===== src/mvct_pkg.sv =====
package mvct_pkg;

   // Field widths of the configuration registers and of the channels.
   localparam int WORLD_W   = 24;
   localparam int ZOOM_W    = 11;
   localparam int ROT_W     = 16;
   localparam int VIEW_W    = 11;
   localparam int SIZE_W    = 8;
   localparam int PIXEL_W   = 16;

   // Fraction bits of the world coordinates.
   localparam int COORD_FRAC_BITS = 8;
   localparam int SINE_QUARTER_ENTRIES_DEF = 256;

   // Register port.
   localparam int CSR_DATA_W = 32;
   localparam int CSR_ADDR_W = 5;
   localparam int REG_IDX_W  = 3;

   localparam logic [REG_IDX_W-1:0] REG_ROTATING_MODE = 3'd0;
   localparam logic [REG_IDX_W-1:0] REG_ZOOM          = 3'd1;
   localparam logic [REG_IDX_W-1:0] REG_ROTATION      = 3'd2;
   localparam logic [REG_IDX_W-1:0] REG_PIVOT_X       = 3'd3;
   localparam logic [REG_IDX_W-1:0] REG_PIVOT_Z       = 3'd4;
   localparam logic [REG_IDX_W-1:0] REG_VIEW_X        = 3'd5;
   localparam logic [REG_IDX_W-1:0] REG_VIEW_Y        = 3'd6;
   localparam logic [REG_IDX_W-1:0] REG_VIEW_SIZE     = 3'd7;

   localparam logic [ZOOM_W-1:0] ZOOM_MIN = 11'd64;
   localparam logic [ZOOM_W-1:0] ZOOM_MAX = 11'd1024;

   localparam logic [ZOOM_W-1:0] RESET_ZOOM      = 11'd256;
   localparam logic [VIEW_W-1:0] RESET_VIEW_X    = 11'd248;
   localparam logic [VIEW_W-1:0] RESET_VIEW_Y    = 11'd8;
   localparam logic [SIZE_W-1:0] RESET_VIEW_SIZE = 8'd64;

   // Datapath widths. Sine and cosine are Q15 with 1.0 held as 32768.
   localparam int TRIG_W    = 17;
   localparam int TRIG_FRAC = 15;
   localparam int ZOOM_FRAC = 8;
   localparam int DIFF_W    = WORLD_W + 1;
   localparam int DELTA_W   = 36;
   localparam int PROD_W    = DELTA_W + TRIG_W;
   localparam int PSUM_W    = PROD_W + 1;
   localparam int MAG_W     = PSUM_W;
   localparam int SCALED_W  = MAG_W + SIZE_W;

   // The map span of 2000 is 125 times 16, so the divisor is 125 times a power of two.
   localparam int MAP_HALF_SPAN = 1000;
   localparam int DEN_SHIFT     = COORD_FRAC_BITS + TRIG_FRAC + ZOOM_FRAC + 4;
   localparam int V_W           = SCALED_W - DEN_SHIFT;
   localparam int RECIP_W       = 30;
   localparam int RECIP_SHIFT   = 36;
   localparam logic [RECIP_W-1:0] RECIP_125 = 30'd549755814;
   localparam int QM_W          = V_W + RECIP_W - RECIP_SHIFT;

   localparam longint Q30_ONE     = 64'sd1073741824;
   localparam longint Q30_HALF_PI = 64'sd1686629713;

   typedef struct packed {
      logic                     rotating_mode;
      logic [ZOOM_W-1:0]        zoom;
      logic [ROT_W-1:0]         rotation;
      logic signed [WORLD_W-1:0] pivot_x;
      logic signed [WORLD_W-1:0] pivot_z;
      logic signed [VIEW_W-1:0] view_x;
      logic signed [VIEW_W-1:0] view_y;
      logic [SIZE_W-1:0]        view_size;
   } cfg_type;

   typedef struct packed {
      logic signed [WORLD_W-1:0] world_x;
      logic signed [WORLD_W-1:0] world_z;
   } req_payload_type;

   typedef struct packed {
      logic signed [PIXEL_W-1:0] pixel_x;
      logic signed [PIXEL_W-1:0] pixel_y;
      logic                      in_view;
   } rsp_payload_type;

   // Sine of a Q30 angle in radians by an eleventh-order Taylor series in
   // Horner form, rounded to Q15 and capped at one.
   function automatic logic [TRIG_W-1:0] sine_q15(input longint angle);
      longint x2;
      longint t;
      longint s;
      longint q;
      x2 = (angle * angle) >>> 30;
      t  = Q30_ONE;
      t  = Q30_ONE - ((x2 * t) >>> 30) / 110;
      t  = Q30_ONE - ((x2 * t) >>> 30) / 72;
      t  = Q30_ONE - ((x2 * t) >>> 30) / 42;
      t  = Q30_ONE - ((x2 * t) >>> 30) / 20;
      t  = Q30_ONE - ((x2 * t) >>> 30) / 6;
      s  = (angle * t) >>> 30;
      if (s < 0) begin
         s = 0;
      end
      q = (s + 64'sd16384) >>> 15;
      if (q > 64'sd32768) begin
         q = 64'sd32768;
      end
      return TRIG_W'(q);
   endfunction

endpackage


===== src/mvct_csr.sv =====
module mvct_csr import mvct_pkg::*; (
   input  logic                  clock,
   input  logic                  reset,
   input  logic                  psel,
   input  logic                  penable,
   input  logic                  pwrite,
   input  logic [CSR_ADDR_W-1:0] paddr,
   input  logic [CSR_DATA_W-1:0] pwdata,
   output logic [CSR_DATA_W-1:0] prdata,
   output logic                  pready,
   output cfg_type               cfg
);

   cfg_type                cfg_ff;
   cfg_type                cfg_in;
   logic                   write_en;
   logic [REG_IDX_W-1:0]   reg_idx;
   logic [ZOOM_W-1:0]      wr_zoom;

   assign pready   = 1'b1;
   assign write_en = psel && penable && pwrite;
   assign reg_idx  = paddr[CSR_ADDR_W-1:2];
   assign wr_zoom  = pwdata[ZOOM_W-1:0];
   assign cfg      = cfg_ff;

   always_comb begin
      cfg_in = cfg_ff;
      if (write_en) begin
         unique case (reg_idx)
            REG_ROTATING_MODE: cfg_in.rotating_mode = pwdata[0];
            REG_ZOOM: begin
               // A zoom outside its legal range is dropped and the old one kept.
               if (wr_zoom >= ZOOM_MIN && wr_zoom <= ZOOM_MAX) begin
                  cfg_in.zoom = wr_zoom;
               end
            end
            REG_ROTATION:  cfg_in.rotation  = pwdata[ROT_W-1:0];
            REG_PIVOT_X:   cfg_in.pivot_x   = pwdata[WORLD_W-1:0];
            REG_PIVOT_Z:   cfg_in.pivot_z   = pwdata[WORLD_W-1:0];
            REG_VIEW_X:    cfg_in.view_x    = pwdata[VIEW_W-1:0];
            REG_VIEW_Y:    cfg_in.view_y    = pwdata[VIEW_W-1:0];
            REG_VIEW_SIZE: cfg_in.view_size = pwdata[SIZE_W-1:0];
         endcase
      end
   end

   always_ff @(posedge clock) begin
      if (reset) begin
         cfg_ff.rotating_mode <= 1'b0;
         cfg_ff.zoom          <= RESET_ZOOM;
         cfg_ff.rotation      <= '0;
         cfg_ff.pivot_x       <= '0;
         cfg_ff.pivot_z       <= '0;
         cfg_ff.view_x        <= RESET_VIEW_X;
         cfg_ff.view_y        <= RESET_VIEW_Y;
         cfg_ff.view_size     <= RESET_VIEW_SIZE;
      end else begin
         cfg_ff <= cfg_in;
      end
   end

   always_comb begin
      unique case (reg_idx)
         REG_ROTATING_MODE: prdata = {{(CSR_DATA_W-1){1'b0}}, cfg_ff.rotating_mode};
         REG_ZOOM:          prdata = {{(CSR_DATA_W-ZOOM_W){1'b0}}, cfg_ff.zoom};
         REG_ROTATION:      prdata = {{(CSR_DATA_W-ROT_W){1'b0}}, cfg_ff.rotation};
         REG_PIVOT_X:       prdata = {{(CSR_DATA_W-WORLD_W){1'b0}}, cfg_ff.pivot_x};
         REG_PIVOT_Z:       prdata = {{(CSR_DATA_W-WORLD_W){1'b0}}, cfg_ff.pivot_z};
         REG_VIEW_X:        prdata = {{(CSR_DATA_W-VIEW_W){1'b0}}, cfg_ff.view_x};
         REG_VIEW_Y:        prdata = {{(CSR_DATA_W-VIEW_W){1'b0}}, cfg_ff.view_y};
         REG_VIEW_SIZE:     prdata = {{(CSR_DATA_W-SIZE_W){1'b0}}, cfg_ff.view_size};
      endcase
   end

endmodule


===== config.mk =====
export PLATFORM = sky130hd
export DESIGN_NAME = mvct_csr
export DESIGN_NICKNAME = d
export VERILOG_FILES = /design/src/mvct_pkg.sv /design/src/mvct_csr.sv
export SDC_FILE = /design/constraint.sdc
export NUM_CORES = 1
export LEC_CHECK = 0
export BUFFER_PORTS_ARGS = -buffer_cell sky130_fd_sc_hd__buf_2
export CORE_ASPECT_RATIO = 1.25
export CORE_MARGIN = 2
export CORE_UTILIZATION = 53
export DETAILED_ROUTE_END_ITERATION = 6
export GPL_TIMING_DRIVEN = 0
export PLACE_DENSITY = 0.86
export SLEW_MARGIN = 15
export SYNTH_ARGS = -nofsm -noshare
export SYNTH_HDL_FRONTEND = slang
export SYNTH_SLANG_ARGS = --single-unit

===== constraint.sdc =====
create_clock -name clock -period 3.2 [get_ports clock]
set_input_delay 0.32 -clock clock [delete_from_list [all_inputs] [get_ports clock]]
set_output_delay 0.32 -clock clock [all_outputs]
set_load 0.02 [all_outputs]

[After elaboration in Yosys (flattened, before gate mapping)]
Index checks and enable logic that the tools add are counted.
Word-level totals
  register bits: 106
  bits in latches: 0
  bits in writable memories: 0
  bits in read-only memories: 0
  input bits: 42
  output and inout port bits: 139
  logic and storage cells: 30
  memories kept: 0
Cells by class
  $add $sub $neg: 0
  multiply operators: 0
  div/mod/pow operators: 0
  magnitude comparators: 2
  equal/unequal tests: 7
  shift-type cells: 0
  mux-type cells: 1
  bitwise gates (word level): 0
  reductions and logical operators: 12
Operators by type and width (number)
  $pmux W32 S8: 1
  $reduce_and A2 Y1: 7
  $eq A3 B3 Y1 const B: 4
  $ge A11 B7 Y1 const B: 1
  $le A11 B11 Y1 const B: 1
  $eq A3 B2 Y1 const B: 2
  $eq A3 B1 Y1 const B: 1
  $logic_and A1 B1 Y1: 3
  $logic_not A3 Y1: 1
  $reduce_and A3 Y1: 1

[Longest topological paths before layout]
  depth in word-level cells: 3
  gate-level depth with buffers: 7
  gate-level depth less buffers: 4

[Least setup slack after synthesis]
Ideal clock, no wire load.
  path kind: input-to-output
  start point: input paddr[4]
  end point: output prdata[0]
  data arrival time: 1.525 ns
  setup slack: 1.355 ns
  cell stages on the path: 6
  path buffers: 3
  cell sequence: buf_4 > buf_2 > buf_2 > a221oi_1 > a211oi_1 > a21oi_1
Between the ends
  cells in the longest elaborated chain, start to end: 2
RTL lines
  from (decl): RTL line mvct_csr.sv:7  | input logic [CSR_ADDR_W-1:0] paddr,
  $eq A3 B3 Y1, or another cell as far along: RTL line mvct_csr.sv:63  | unique case (reg_idx)
  $pmux W32 S8 (*): RTL line mvct_csr.sv:63
  to (decl): RTL line mvct_csr.sv:9  | output logic [CSR_DATA_W-1:0] prdata,
Mark *: on every way between the ends. The rest lies on a longest branch, timed or not. The select of a mux whose other input is x is not followed.

[Worst setup path in the final report]
  start point: input paddr[4]
  end point: output prdata[2]
The elaborated chain is that of the path after synthesis.

==> results.json <==
{
  "synth_top_area_share": 0.451,
  "h-tree-depth": 3,
  "tns_ps": 0,
  "vias": 5205,
  "grt.overflow.total": 0,
  "synth.most_common_cell": "nand2_1",
  "synthArstFlopShare": 0,
  "tightest_slew_ps": 812,
  "core_mm2": 0.00865,
  "wl_per_cell_um": 18.7,
  "worst_ep_arrival_time_ps": 2070,
  "largest_register_ffs": 106,
  "grt_antenna_before_repair": 0,
  "io_pins": 181,
  "place_ws_ps": 843,
  "status": "finished clean",
  "cp-end-kind": "output port",
  "setup_viol": 0,
  "vias_per_cell": 5.87,
  "synth_flop_cell": "dfxtp_1",
  "cts_root_buffer": "clkbuf_8",
  "post_cts_buffers": 0,
  "syn_area_mm2": 0.00471,
  "synth-seq-cells": 106,
  "drtAntennaViolNets": 0,
  "ir_worst_vdd_mv": 0.284,
  "slew_headroom": 0.459,
  "worst_clock_skew_ps": 0,
  "drt_iter0_markers": 541,
  "yosys_warnings": 0,
  "fin_ws_ps": 807,
  "synth.top_cells.by_count": "nand2_1, dfxtp_1, a21oi_1, clkbuf_1, o21ai_0",
  "cts_resized": 0,
  "rsz0062_at_grt": "no",
  "synth_cell_types": 43,
  "syn_to_final_growth_pct": 24.5,
  "fillers": 766,
  "design.die.area_mm2": 0.00966,
  "seq_area_frac_synth": 0.451,
  "period_needed_ps": 2390,
  "power_leakage_nw": 2.51,
  "start_util": 0.544,
  "fin_nets": 803,
  "grt_first_pass_wirelength_um": 24900,
  "grt_pass1_vias": 4805,
  "row_count": 38,
  "gp_congestion": 0.960,
  "crit_type": "input port to output port",
  "die_x_um": 88.3,
  "n_antenna_cell": 0,
  "drc_errors": 0,
  "maxCapViolations": 0,
  "clk_path_buf_depth": 2,
  "first_pass_iters": 7,
  "hold_path_class": "input port to flip-flop",
  "fin_crit_sh": 0.748,
  "worst-path-max-fanout": 10,
  "die_h_um": 109,
  "cts_hold_buf": 0,
  "finalWirelength_um": 16600,
  "synth_largest_area_cell": "dfxtp_1",
  "max_freq_mhz": 418,
  "syn_inst": 591,
  "ys_top_cells_by_area": "dfxtp_1, nand2_1, a21oi_1",
  "slew_violations": 0,
  "grt_max_degree": 20,
  "cts_tree": "yes",
  "start_kind": "input port",
  "clk_pin_slew_ps": 100,
  "cts_buffers": 9,
  "layout-drive-gt1-share": 0.285,
  "dp_hpwl_um": 11800,
  "power.density_mw_per_mm2": 426,
  "clock-sinks": 106,
  "report.final.hold_viol_count": 0,
  "clk_latency_ps": 360,
  "grt_usage": 0.339,
  "port_buffers": 152,
  "avgSynthCellArea_um2": 7.97,
  "worstPathRequired_ps": 2880,
  "synth_edf_count": 0
}
==> routing by layer <==
metal | routed length (um) | track usage | up-vias
met5 | 0 | 0 | -
met4 | 596 | 0.152 | 0
met3 | 1690 | 0.0653 | 55
met2 | 8160 | 0.553 | 368
met1 | 6170 | 0.435 | 2440
li1 | - | - | 2342
==> where the power goes <==
group / leakage [nW] / total [mW] / switching, mW / internal [mW]
Clock: 0.111 / 0.897 / 0.495 / 0.402
Sequential: 0.855 / 1.34 / 0.00798 / 1.33
Combinational: 1.54 / 0.262 / 0.183 / 0.0785
Total: 2.51 / 2.49 / 0.686 / 1.81
==> cells by family after synthesis <==
family                 share of synthesized area
AND/OR/NAND/NOR                            0.208
AO/OA/AOI/OAI                              0.211
flip-flops                                 0.451
buffers and inverters                     0.0707
multiplexers                              0.0577
other                                    0.00159
==> critical path: stages <==
cell      delay [ps]
buf_2            100
buf_4            230
buf_2            340
buf_2            300
nor3_1           140
a222oi_1         410
inv_1             70
buf_2            160
==> final timing paths <==
path / from / endpoint / slack (ps) / cells past startpoint
max: paddr[4] / prdata[2] / 810 / 8
min reg2reg: cfg[76] / cfg[76] / 480 / 2
max reg2reg: cfg[16] / cfg[16] / 2470 / 2
min: pwdata[21] / cfg[51] / 190 / 3
==> cells in the final DEF, fill, tap and decap left out, drive strengths merged, types with 10 or more instances in the layout <==
master and count:
buf 181, nand2 177, dfxtp 106, a21oi 92, clkbuf 40, o21ai 25, a22o 19, nor2 17
inv 12, a221oi 10, nand3 10
==> per-stage QoR <==
stage	hold slack (ps)	util	cells	total power [mW]	area, um2
finish	192	0.678	886	2.49	5860
global route	188	0.678	886	2.57	5860
CTS	185	0.678	886	2.48	5860
detailed placement	459	0.653	870	1.62	5650
global placement	454	0.653	870	1.62	5650
floorplan	445	-	598	1.52	4740
==> area by class of cell <==
cell class                 instances  area [um2]  share of cell area
sequential                       106        2120               0.362
clock buffer                      10         138              0.0235
multi-input combinational        424        2280               0.389
inverter                           9        33.8             0.00576
tap                              120         150              0.0256
clock inverter                     6        78.8              0.0134
timing repair buffer             152         761               0.130
buffer                            59         299              0.0510
Note: power is estimated with default switching activity, not from simulation.
